`src/tmdsg_pkg.sv`:
```
package tmdsg_pkg;

    localparam int MAX_GRID_BITS = 9;
    localparam int MAX_FRAC_BITS = 24;
    localparam int POS_W         = 22;
    localparam int MASS_W        = 16;
    localparam int CELL_W        = 18;
    localparam int ICV_W         = 32;
    localparam int RATE_W        = 40;
    localparam int RATE_LO_W     = 20;
    localparam int GRID_W        = 40;
    localparam int MASS_SUM_W    = 48;
    localparam int CELL_IDX_W    = 3 * MAX_GRID_BITS;
    localparam int QUEUE_DEPTH   = 2;
    localparam int QPTR_W        = 1;
    localparam int IN_TDATA_W    = 104;
    localparam int IN_TUSER_W    = 2;
    localparam int OUT_TDATA_W   = 136;

    localparam logic [ICV_W-1:0] ICV_RESET = 32'h0001_0000;

    typedef enum logic {
        OP_DEPOSIT = 1'b0,
        OP_READ    = 1'b1
    } op_t;

    typedef enum logic [1:0] {
        FR_IDLE,
        FR_CALC,
        FR_PUSH
    } front_state_t;

    typedef enum logic [1:0] {
        BK_CLEAR,
        BK_IDLE,
        BK_ISSUE,
        BK_WAIT
    } back_state_t;

    typedef logic [MAX_FRAC_BITS-1:0] weight_t;

    // One classified work item; narrower configurations use the low bits.
    typedef struct packed {
        op_t                     op;
        logic                    half;
        logic [MAX_GRID_BITS-1:0] node_x;
        logic [MAX_GRID_BITS-1:0] node_y;
        logic [MAX_GRID_BITS-1:0] node_z;
        weight_t [2:0]           wx;
        weight_t [2:0]           wy;
        weight_t [2:0]           wz;
        logic [RATE_W-1:0]       rate;
        logic [MASS_W-1:0]       mass;
        logic [CELL_IDX_W-1:0]   read_cell;
    } work_item_t;

endpackage

```
`src/tmdsg_queue.sv`:
```
module tmdsg_queue (
    input  logic                  clk,
    input  logic                  rst_n,
    input  logic                  push_valid,
    output logic                  push_ready,
    input  tmdsg_pkg::work_item_t push_item,
    output logic                  pop_valid,
    input  logic                  pop_ready,
    output tmdsg_pkg::work_item_t pop_item
);
    import tmdsg_pkg::*;

    work_item_t          slots_reg [QUEUE_DEPTH];
    logic [QPTR_W-1:0]   wr_ptr_reg, rd_ptr_reg;
    logic [QPTR_W:0]     count_reg;
    logic                do_push, do_pop;

    assign push_ready = count_reg != (QPTR_W + 1)'(QUEUE_DEPTH);
    assign pop_valid  = count_reg != '0;
    assign pop_item   = slots_reg[rd_ptr_reg];
    assign do_push    = push_valid && push_ready;
    assign do_pop     = pop_valid && pop_ready;

    always_ff @(posedge clk or negedge rst_n)
    begin
        if (!rst_n)
        begin
            wr_ptr_reg <= '0;
            rd_ptr_reg <= '0;
            count_reg  <= '0;
        end
        else
        begin
            if (do_push)
            begin
                wr_ptr_reg <= wr_ptr_reg + QPTR_W'(1);
            end
            if (do_pop)
            begin
                rd_ptr_reg <= rd_ptr_reg + QPTR_W'(1);
            end
            if (do_push && !do_pop)
            begin
                count_reg <= count_reg + (QPTR_W + 1)'(1);
            end
            else if (do_pop && !do_push)
            begin
                count_reg <= count_reg - (QPTR_W + 1)'(1);
            end
        end
    end

    always_ff @(posedge clk)
    begin
        if (do_push)
        begin
            slots_reg[wr_ptr_reg] <= push_item;
        end
    end

endmodule

```
`config.mk`:
```
export PLATFORM = sky130hd
export DESIGN_NAME = tmdsg_queue
export DESIGN_NICKNAME = d
export VERILOG_FILES = /design/src/tmdsg_pkg.sv /design/src/tmdsg_queue.sv
export SDC_FILE = /design/constraint.sdc
export NUM_CORES = 1
export LEC_CHECK = 0
export ABC_AREA = 1
export ABC_CLOCK_PERIOD_IN_PS = 18800
export BUFFER_PORTS_ARGS = -buffer_cell sky130_fd_sc_hd__clkbuf_2
export CAP_MARGIN = 20
export CORE_UTILIZATION = 35
export DETAILED_ROUTE_END_ITERATION = 10
export PLACE_DENSITY_LB_ADDON = 0.2
export SETUP_SLACK_MARGIN = 0.3
export SLEW_MARGIN = 15
export SYNTH_ARGS = -nofsm -noshare
export SYNTH_HDL_FRONTEND = slang
export SYNTH_SLANG_ARGS = --single-unit
```
`constraint.sdc`:
```
create_clock -name clk -period 18.8 [get_ports clk]
set_clock_uncertainty 0.15 [all_clocks]
set_input_delay 0 -clock clk [delete_from_list [all_inputs] [get_ports clk]]
set_output_delay 0 -clock clk [all_outputs]
set_load 0.005 [all_outputs]
```
==> results.md <==
* Clock transition at path regs at 0.06 ns
* Crit end category: output pin
* Min cycle time layout at 4.35 ns
* Die span in y at 265 um
* Wire length per cell at 16.9 um
* Area leader, netlist: edfxtp_1
* Total GRT Usage at 0.187
* First-pass GRT wire length at 101 mm
* RSZ-0062 raised after global routing: false
* Worst path buffer plus inverter count at 4
* Fillers at 5,753
* Clk root buf: clkbuf_16
* Worst EP required at between 15 and 20 ns
* Chip width at 265 um
* Async SR Flop Fraction at 0.00606
* Row cnt at 96
* Bufs on Longest Clock Path at 3
* IO buf count at between 600 and 700
* Yosys warns at 0
* Delay-heaviest family, CP: buffers and inverters
* Slew @ Worst Pin at 1.21 ns
* Fraction of layout cells with a size suffix above 1 at 0.250
* DIE AREA at 70,300 um^2
* VDD IR max at 0.169 mV
* Mapped Area at 24,200 um^2
* Congestion Overflow GR at 0
* Final slew viol count at 0
* Leak Pwr at 15.6 nW
* Total Nets Final at 3,363
* Layout Cells excl Fill at 4,020
* Crit path max fanout at 85
* Synth Area in Compound Gates at 0
* WHS at 0.0258 ns
* Worst hold-check path type: input pin to flop
* DP HPWL at 41.3 mm
* Most frequent cell after synthesis: nand2_1
* Routed Antenna Nets at 0
* Mean Syn Cell Area at 13.9 um^2
* Critical Path AT at 4.20 ns
* PwrDens at between 100 and 150 nW/um^2
* Synth Area in Adders at 0.000516
* Post-Synth XOR/XNOR Area at 0.000723
* Drc violations at 0
* CP max stage delay at 0.87 ns
* Mapped Cells at ~1,700
* CP most frequent cell: buf_4
* Mapped Nets at 2,075
* Sequential-to-total area share from yosys stat at 0.817
* Area contributors post-synth: edfxtp_1 (81%), nand2_1 (15%), buf_6 (1.7%), buf_2 (0.66%), dfrtp_1 (0.41%)
* P&R area growth vs syn at 51.3%
* Critical path type: flop to output pin
* Initial DRC Count at 1,078
* Netlist cell types at 15
* Top-area cell type share of the netlist area at 0.813
* Seq cells post-synth at 660
* Synth Area in Simple Gates at 0.155
* Num ports at 662
* Post-synthesis mux area share at 0
* CTS tree: done
* Crit-path slowest cell: buf_4
* Initial core utilization at 0.353
* Total negative slack at 0 ns
* Final hold vios at 0
* DR pass1 iterations at 9
* Dpl cells at 3,274
* Outcome: complete, no violations
* Period utilisation layout at 0.232
* Routed WL at 67.9 mm
* Core box area at 68,600 um^2
* Vias at 17,700
* Initial antenna violation count at 5
* Max FFs per register at 656
* Clk_lat worst skew at 0.59 ns
* Critical path cell sequence: buf_4 > buf_4 > buf_4 > nand2_1 > nand2_1 > clkbuf_2
* H-tree depth at 3
* Max-cap viol count at 0
* Final setup viols at 0
* Top_reg_cell synth: edfxtp_1
* Vias in the first global route at around 18,000
* Post-synth EDFFs at 656
* Main combinational cell family by area after synthesis: simple AND/OR/NAND/NOR gates
* Routability cong. at 0.785
* Achievable Freq at 230 MHz
* Crit start category: flop
* Pin count of the biggest net entering global routing at 161
* Post-CTS Setup Bufs at 0
* Clock sinks at 660
* Total power at 5.00 mW
* Max-Slew Margin vs Limit at 0.191
* Total CTS buffers at 72
* Top cells by count, synth: nand2_1 (994), edfxtp_1 (656), buf_6 (37), buf_2 (32), inv_1 (6)
* Drt via density at roughly 4.4
[kinds of logic after synthesis]
kind of cell,Yosys count
XOR/XNOR,2
adder cells (fa/ha/maj),1
buffers and inverters,80
flip-flops,660
AND/OR/NAND/NOR,999
[metal layers]
metal / global-route usage / part of all wire / wire length [um] / vias to the layer above
met5: 0 / 0.00019 / 13 / -
met1: 0.207 / 0.37 / 25400 / 8487
li1: - / - / - / 8476
met4: 0.0939 / 0.048 / 3270 / 2
met2: 0.331 / 0.51 / 34800 / 568
met3: 0.0484 / 0.064 / 4360 / 171
[cells in the final DEF (no fill, tap or decap)]
| cell | instances |
|---|---|
| clkinv_2 | 7 |
| xor2_1 | 1 |
| clkbuf_1 | 22 |
| inv_16 | 2 |
| clkbuf_2 | 661 |
| clkinv_8 | 2 |
| edfxtp_1 | 656 |
| inv_8 | 1 |
| xnor2_1 | 1 |
| ha_1 | 1 |
| dfrtp_4 | 1 |
| diode_2 | 4 |
| clkinvlp_4 | 1 |
| inv_1 | 6 |
| dlygate4sd3_1 | 613 |
| clkbuf_16 | 73 |
| bufinv_16 | 5 |
| nand2_1 | 994 |
| nand4_1 | 1 |
| dfrtp_1 | 3 |
| nor2_4 | 2 |
| buf_4 | 9 |
| buf_12 | 4 |
| inv_6 | 2 |
| nand3_1 | 2 |
| clkinv_1 | 15 |
[metrics by stage]
stage / area (um^2) / setup slack, ns / util
final: 36700 / 14.45 / 0.534
after floorplan: 24200 / 3.42 / -
after CTS: 36600 / 14.30 / 0.534
after global routing: 36600 / 14.12 / 0.534
after global placement: 28200 / 14.73 / 0.412
after detailed placement: 28300 / 14.96 / 0.412
[worst paths after layout]
path,cells past startpoint,startpoint,slack [ns],end
worst max-delay path,6,rd_ptr_reg,14.45,pop_item[82]
worst min-delay path,2,push_item[45],0.03,slots_reg[1][45]
max in group asynchronous,3,rst_n,18.10,rd_ptr_reg
worst min register to register,1,count_reg[0],0.36,count_reg[0]
min in group asynchronous,3,rst_n,0.20,rd_ptr_reg
worst max register to register,7,count_reg[0],15.14,slots_reg[0][142]
[worst reg2reg max path: cells and delay by family, from the launching register on]
kind / cells / cell delay (ns)
buffers and inverters: 4 / 2.04
DFF: 1 / 0.39
and+or+nand+nor: 3 / 0.65
[final cells by class]
cell class,instances,area [um^2],area share
Inverter,7,33.8,0.000922
Timing Repair Buffer,1287,9590,0.262
Antenna cell,4,10.0,0.000273
Sequential cell,660,19800,0.540
Clock buffer,95,1910,0.0521
Clock inverter,34,339,0.00925
Multi-Input combinational cell,1002,3800,0.104
Tap cell,931,1160,0.0318
[power by group]
part / switching, mW / internal [mW] / total, mW
clock: 0.566 / 0.789 / 1.35
combinational: 1.01 / 0.535 / 1.54
sequential: 0.0811 / 2.02 / 2.10
[what timing repair did]
item                      CTS  global route
gates resized for setup     0             0
hold endpoints to repair  683             5
hold buffers              610             3
No activity file was read; power rests on OpenSTA's default activity.
