File: src/tmdsg_pkg.sv
package tmdsg_pkg;

    localparam int MAX_GRID_BITS = 9;
    localparam int MAX_FRAC_BITS = 24;
    localparam int POS_W         = 22;
    localparam int MASS_W        = 16;
    localparam int CELL_W        = 18;
    localparam int ICV_W         = 32;
    localparam int RATE_W        = 40;
    localparam int RATE_LO_W     = 20;
    localparam int GRID_W        = 40;
    localparam int MASS_SUM_W    = 48;
    localparam int CELL_IDX_W    = 3 * MAX_GRID_BITS;
    localparam int QUEUE_DEPTH   = 2;
    localparam int QPTR_W        = 1;
    localparam int IN_TDATA_W    = 104;
    localparam int IN_TUSER_W    = 2;
    localparam int OUT_TDATA_W   = 136;

    localparam logic [ICV_W-1:0] ICV_RESET = 32'h0001_0000;

    typedef enum logic {
        OP_DEPOSIT = 1'b0,
        OP_READ    = 1'b1
    } op_t;

    typedef enum logic [1:0] {
        FR_IDLE,
        FR_CALC,
        FR_PUSH
    } front_state_t;

    typedef enum logic [1:0] {
        BK_CLEAR,
        BK_IDLE,
        BK_ISSUE,
        BK_WAIT
    } back_state_t;

    typedef logic [MAX_FRAC_BITS-1:0] weight_t;

    // One classified work item; narrower configurations use the low bits.
    typedef struct packed {
        op_t                     op;
        logic                    half;
        logic [MAX_GRID_BITS-1:0] node_x;
        logic [MAX_GRID_BITS-1:0] node_y;
        logic [MAX_GRID_BITS-1:0] node_z;
        weight_t [2:0]           wx;
        weight_t [2:0]           wy;
        weight_t [2:0]           wz;
        logic [RATE_W-1:0]       rate;
        logic [MASS_W-1:0]       mass;
        logic [CELL_IDX_W-1:0]   read_cell;
    } work_item_t;

endpackage

File: src/tmdsg_front.sv
module tmdsg_front #(
    parameter int GRID_BITS = 6,
    parameter int FRAC_BITS = 16
) (
    input  logic                             clk,
    input  logic                             rst_n,
    input  logic                             in_valid,
    output logic                             in_ready,
    input  tmdsg_pkg::op_t                   in_op,
    input  logic [tmdsg_pkg::POS_W-1:0]      in_pos_x,
    input  logic [tmdsg_pkg::POS_W-1:0]      in_pos_y,
    input  logic [tmdsg_pkg::POS_W-1:0]      in_pos_z,
    input  logic [tmdsg_pkg::MASS_W-1:0]     in_mass,
    input  logic                             in_half,
    input  logic [tmdsg_pkg::CELL_W-1:0]     in_cell,
    input  logic [tmdsg_pkg::ICV_W-1:0]      icv,
    input  logic                             clearing,
    output logic                             push_valid,
    input  logic                             push_ready,
    output tmdsg_pkg::work_item_t            push_item
);
    import tmdsg_pkg::*;

    localparam int F     = FRAC_BITS;
    localparam int EXT_W = POS_W + FRAC_BITS + GRID_BITS;
    localparam logic [F:0]     ONE     = {1'b1, {F{1'b0}}};
    localparam logic [F-1:0]   HALF    = {1'b1, {(F-1){1'b0}}};
    localparam logic [2*F-1:0] THREE_Q = {2'b11, {(2*F-2){1'b0}}};

    front_state_t              state_reg, state_next;
    logic [1:0]                step_reg, step_next;
    logic [2:0][POS_W-1:0]     pos_reg;
    work_item_t                item_reg, item_next;
    logic                      load;

    logic [POS_W-1:0]          pos_sel;
    logic [EXT_W-1:0]          pos_ext;
    logic [F-1:0]              d;
    logic                      up;
    logic [GRID_BITS-1:0]      cell_c;
    logic [GRID_BITS-1:0]      node;
    logic [F-1:0]              s;
    logic [F:0]                a;
    logic [F-1:0]              b;
    logic [2*F+1:0]            aa;
    logic [2*F-1:0]            bb;
    logic [2*F-1:0]            ss;
    logic [F-1:0]              wa, wb, wc, w_lo, w_hi;
    logic [RATE_W+8-1:0]       rate_prod;

    // Weights of one axis; the axis is picked by the step counter.
    assign pos_sel = pos_reg[step_reg];
    assign pos_ext = EXT_W'(pos_sel);
    assign d       = pos_ext[F-1:0];
    assign up      = d[F-1];
    assign cell_c  = pos_ext[F +: GRID_BITS];
    assign node    = cell_c + GRID_BITS'(up);
    assign s       = up ? F'(ONE - {1'b0, d}) : d;
    assign a       = {1'b0, HALF} + {1'b0, s};
    assign b       = HALF - s;
    assign aa      = a * a;
    assign bb      = b * b;
    assign ss      = s * s;
    assign wa      = aa[2*F:F+1];
    assign wb      = F'(bb >> (F + 1));
    assign wc      = F'((THREE_Q - ss) >> F);
    assign w_lo    = up ? wa : wb;
    assign w_hi    = up ? wb : wa;

    assign rate_prod = item_reg.mass * icv;

    always_comb
    begin
        push_item      = item_reg;
        push_item.rate = rate_prod[RATE_W+8-1:8];
    end

    always_comb
    begin
        state_next = state_reg;
        step_next  = step_reg;
        item_next  = item_reg;
        in_ready   = 1'b0;
        push_valid = 1'b0;
        load       = 1'b0;
        unique case (state_reg)
            FR_IDLE:
            begin
                in_ready = !clearing;
                if (in_valid && !clearing)
                begin
                    load                = 1'b1;
                    item_next.op        = in_op;
                    item_next.half      = in_half;
                    item_next.mass      = in_mass;
                    item_next.read_cell = CELL_IDX_W'(in_cell);
                    step_next           = 2'd0;
                    state_next          = (in_op == OP_READ) ? FR_PUSH : FR_CALC;
                end
            end
            FR_CALC:
            begin
                case (step_reg)
                    2'd0:
                    begin
                        item_next.node_x = MAX_GRID_BITS'(node);
                        item_next.wx[0]  = MAX_FRAC_BITS'(w_lo);
                        item_next.wx[1]  = MAX_FRAC_BITS'(wc);
                        item_next.wx[2]  = MAX_FRAC_BITS'(w_hi);
                    end
                    2'd1:
                    begin
                        item_next.node_y = MAX_GRID_BITS'(node);
                        item_next.wy[0]  = MAX_FRAC_BITS'(w_lo);
                        item_next.wy[1]  = MAX_FRAC_BITS'(wc);
                        item_next.wy[2]  = MAX_FRAC_BITS'(w_hi);
                    end
                    default:
                    begin
                        item_next.node_z = MAX_GRID_BITS'(node);
                        item_next.wz[0]  = MAX_FRAC_BITS'(w_lo);
                        item_next.wz[1]  = MAX_FRAC_BITS'(wc);
                        item_next.wz[2]  = MAX_FRAC_BITS'(w_hi);
                    end
                endcase
                step_next = step_reg + 2'd1;
                if (step_reg == 2'd2)
                begin
                    state_next = FR_PUSH;
                end
            end
            FR_PUSH:
            begin
                push_valid = 1'b1;
                if (push_ready)
                begin
                    state_next = FR_IDLE;
                end
            end
            default:
            begin
                state_next = FR_IDLE;
            end
        endcase
    end

    always_ff @(posedge clk or negedge rst_n)
    begin
        if (!rst_n)
        begin
            state_reg <= FR_IDLE;
            step_reg  <= 2'd0;
        end
        else
        begin
            state_reg <= state_next;
            step_reg  <= step_next;
        end
    end

    always_ff @(posedge clk)
    begin
        item_reg <= item_next;
        if (load)
        begin
            pos_reg[0] <= in_pos_x;
            pos_reg[1] <= in_pos_y;
            pos_reg[2] <= in_pos_z;
        end
    end

endmodule

File: config.mk
export PLATFORM = sky130hd
export DESIGN_NAME = tmdsg_front
export DESIGN_NICKNAME = d
export VERILOG_FILES = /design/src/tmdsg_pkg.sv /design/src/tmdsg_front.sv
export SDC_FILE = /design/constraint.sdc
export NUM_CORES = 2
export LEC_CHECK = 0
export ABC_AREA = 1
export BUFFER_PORTS_ARGS = -buffer_cell sky130_fd_sc_hd__buf_4
export CAP_MARGIN = 15
export CORE_ASPECT_RATIO = 1.5
export CORE_UTILIZATION = 60
export DETAILED_ROUTE_END_ITERATION = 12
export PLACE_DENSITY = 0.82
export SLEW_MARGIN = 0
export SYNTH_ARGS = -nofsm -noshare
export SYNTH_HDL_FRONTEND = slang
export SYNTH_SLANG_ARGS = --single-unit
File: constraint.sdc
create_clock -name clk -period 11.6 [get_ports clk]
set_clock_uncertainty 0.2 [all_clocks]
set_input_delay 1.16 -clock clk [delete_from_list [all_inputs] [get_ports clk]]
set_output_delay 1.16 -clock clk [all_outputs]
set_load 0.005 [all_outputs]
==> impl_metrics.toml <==
[outcome]
status = "finished clean"

[timing]
holdWs_ps = 124
finalHoldViolations = 0
period_share = 0.869
fmax_mhz = 99.2
setup_viol = 0
slew_headroom = 0.202
slew_violations = 0
tightest_slew_ps = 1190
rsz0062_at_grt = "no"
layout_setup_ws_ps = 1510
tns_ps = 0
period_needed_ps = 10090

[grt]
grt_max_degree = 61
grt_pass1_vias = 41255
antenna_found_initial = 2
grt_overflow = 0
grt_pass1_wl_um = 215000
grt_use_total = 0.334

[worst_setup_path]
reg2reg_depth = 36
crit_buf_inv = 8
crit_top_cell = "nand2_1"
worstPathArrival_ps = 10180
slowest_delay_ps = 970
slowest_stage = "dfrtp_1"
crit_family = "adder cells"
critPathLaunchType = "register"
crit_path_max_fanout = 36
path_class = "reg2reg"
cp.depth = 36
cp.required_ps = 11690
crit_path_end_kind = "register"

[placement]
dp_hpwl_um = 111000
pre_cts_ws_ps = 1640
portBuffers = 378
gp_congestion = 0.981

[cells_and_area]
nNetsFinal = 7373
largest_reg_flops = 198
diodes = 0
drive_gt1_frac = 0.0982
fill_cells = 6475
multiInputGateArea_um2 = 34300
seqCellArea_um2 = 8030
area.growth.synth_to_final_pct = 8.82

[yosys]
synth_top_area_frac = 0.379
yosys_warnings = 0
ys_ff_latch = 268
syn_avg_cell_area_um2 = 8.87
ys.flop_type = "edfxtp_1"
yosysSeqAreaShare = 0.163
synth_edf_count = 264
synthTopCellsByArea = "fa_1 (38%), edfxtp_1 (16%), inv_1 (12%)"
synth_area_leader_cell = "fa_1"
synth_cell_types = 65
netlist_area_um2 = 49300
synthCells = 5562
synthArstFlopShare = 0.0149

[floorplanning]
rows = 128
dieHeight_um = 353
fp.dieW_um = 236
start_util = 0.607
ios = 469
core_area_um2 = 81400
die_area_um2 = 83400

[hold_path]
hp-class = "in2async"

[cts]
cts.sinks = 268
post_cts_resize_count = 0
h-tree-depth = 1
clock_path_buffers = 3
cts_root_buf = "clkbuf_16"
cts.clk_slew.worst_paths_ps = 70
insertion_delay_ps = 630
cts_tree = "done"
cts_buffers = 28
hold_buffers = 0
postCtsSetupBuffers = 0

[drt]
wire_per_inst_um = 19.4
drtIter0Drc = 2641
final_antenna_net_count = 0
drt_pre_antenna_iters = 8
num_vias = 37410
viasPerCell = 5.41
drcViolationCount = 0
wl_um = 134000

[run]
maxCapViolations = 0
-- metrics by stage --
step / instances / util / area (um^2)
2_1_floorplan: 5675 / - / 49800
4_1_cts: 6918 / 0.660 / 53700
3_5_place_dp: 6866 / 0.648 / 52700
5_1_grt: 6918 / 0.660 / 53700
3_3_place_gp: 6866 / 0.648 / 52700
6_report: 6918 / 0.660 / 53700
-- synthesized netlist by cell type (6+ instances only) --
| cell | number |
|---|---|
| inv_1 | 1585 |
| nand2_1 | 969 |
| fa_1 | 935 |
| ha_1 | 443 |
| nor2_1 | 343 |
| edfxtp_1 | 264 |
| a21oi_1 | 175 |
| clkbuf_1 | 128 |
| o21ai_0 | 108 |
| nand3_1 | 100 |
| buf_4 | 93 |
| xor2_1 | 65 |
| xnor2_1 | 36 |
| nand2_2 | 28 |
| a31oi_1 | 27 |
| nor3_1 | 24 |
| inv_2 | 22 |
| o21a_1 | 18 |
| or2_2 | 18 |
| nand4_1 | 15 |
| buf_1 | 12 |
| nor2_2 | 12 |
| nor2_4 | 12 |
| buf_2 | 11 |
| o21bai_1 | 10 |
| nand3b_1 | 8 |
| a21o_1 | 7 |
| buf_6 | 7 |
| nor4_1 | 7 |
| o21ai_1 | 7 |
| a211oi_1 | 6 |
| nand2_4 | 6 |
-- kinds of logic (layout without fill, tap and decap cells) --
logic type	count (synthesis)	count (layout)	synth area share
xor gates and xnor gates	102	102	0.0185
adders and majority gates	1378	1378	0.492
and+or+nand+nor	1557	1557	0.132
other	2	115	0.000152
buffers and inverters	1869	2072	0.152
muxes	1	1	0.000203
DFF	268	268	0.163
AOI/OAI and AO/OA	385	385	0.0437
-- final cells by class --
cell class,instances,area share
flip-flops and latches,268,0.149
repair buffers,404,0.0565
inverters,1616,0.113
multi-input cells,3538,0.639
clock inverters,17,0.00363
clock buffers,35,0.0141
well taps,1040,0.0242
-- routing by layer --
| layer | wire length [um] | up-vias | global-route usage |
|---|---|---|---|
| met1 | 46700 | 18436 | 0.379 |
| met2 | 69300 | 1758 | 0.598 |
| li1 | - | 16707 | - |
| met5 | 28 | - | 0 |
| met3 | 9580 | 505 | 0.0520 |
| met4 | 8560 | 4 | 0.191 |
-- placed cells by master (no fill, tap or decap), types with 5 or more instances in the layout --
master,instances
nand2_1,969
fa_1,935
o31ai_1,5
nand2_4,6
inv_2,22
ha_1,443
a21oi_1,175
o21bai_1,10
nand4_1,15
or2_2,18
edfxtp_1,264
clkbuf_16,29
nor4_1,7
nor3_1,23
xnor2_1,36
nor2_4,15
nor2_2,12
o21a_1,18
buf_4,404
clkbuf_1,5
o21ai_0,108
nand3_1,100
a31oi_1,27
o21ai_1,7
nor2_1,340
nand3b_1,8
inv_1,1585
nand2_2,28
clkinv_1,6
xor2_1,65
conb_1,115
a211oi_1,6
a21o_1,7
-- worst paths after layout --
kind / start / end / slack (ps)
min in group clk: state_reg[1] / step_reg[1] / 420
worst max register to register: step_reg[0] / push_item[230] / 1510
max in group asynchronous: rst_n / state_reg[1] / 10960
worst min-delay path: rst_n / step_reg[1] / 120
worst max-delay path: step_reg[0] / push_item[230] / 1510
worst min register to register: state_reg[1] / step_reg[1] / 420
Power is not shown: default switching activity piles up to over one toggle a cycle in this logic, so the estimate is an artifact.
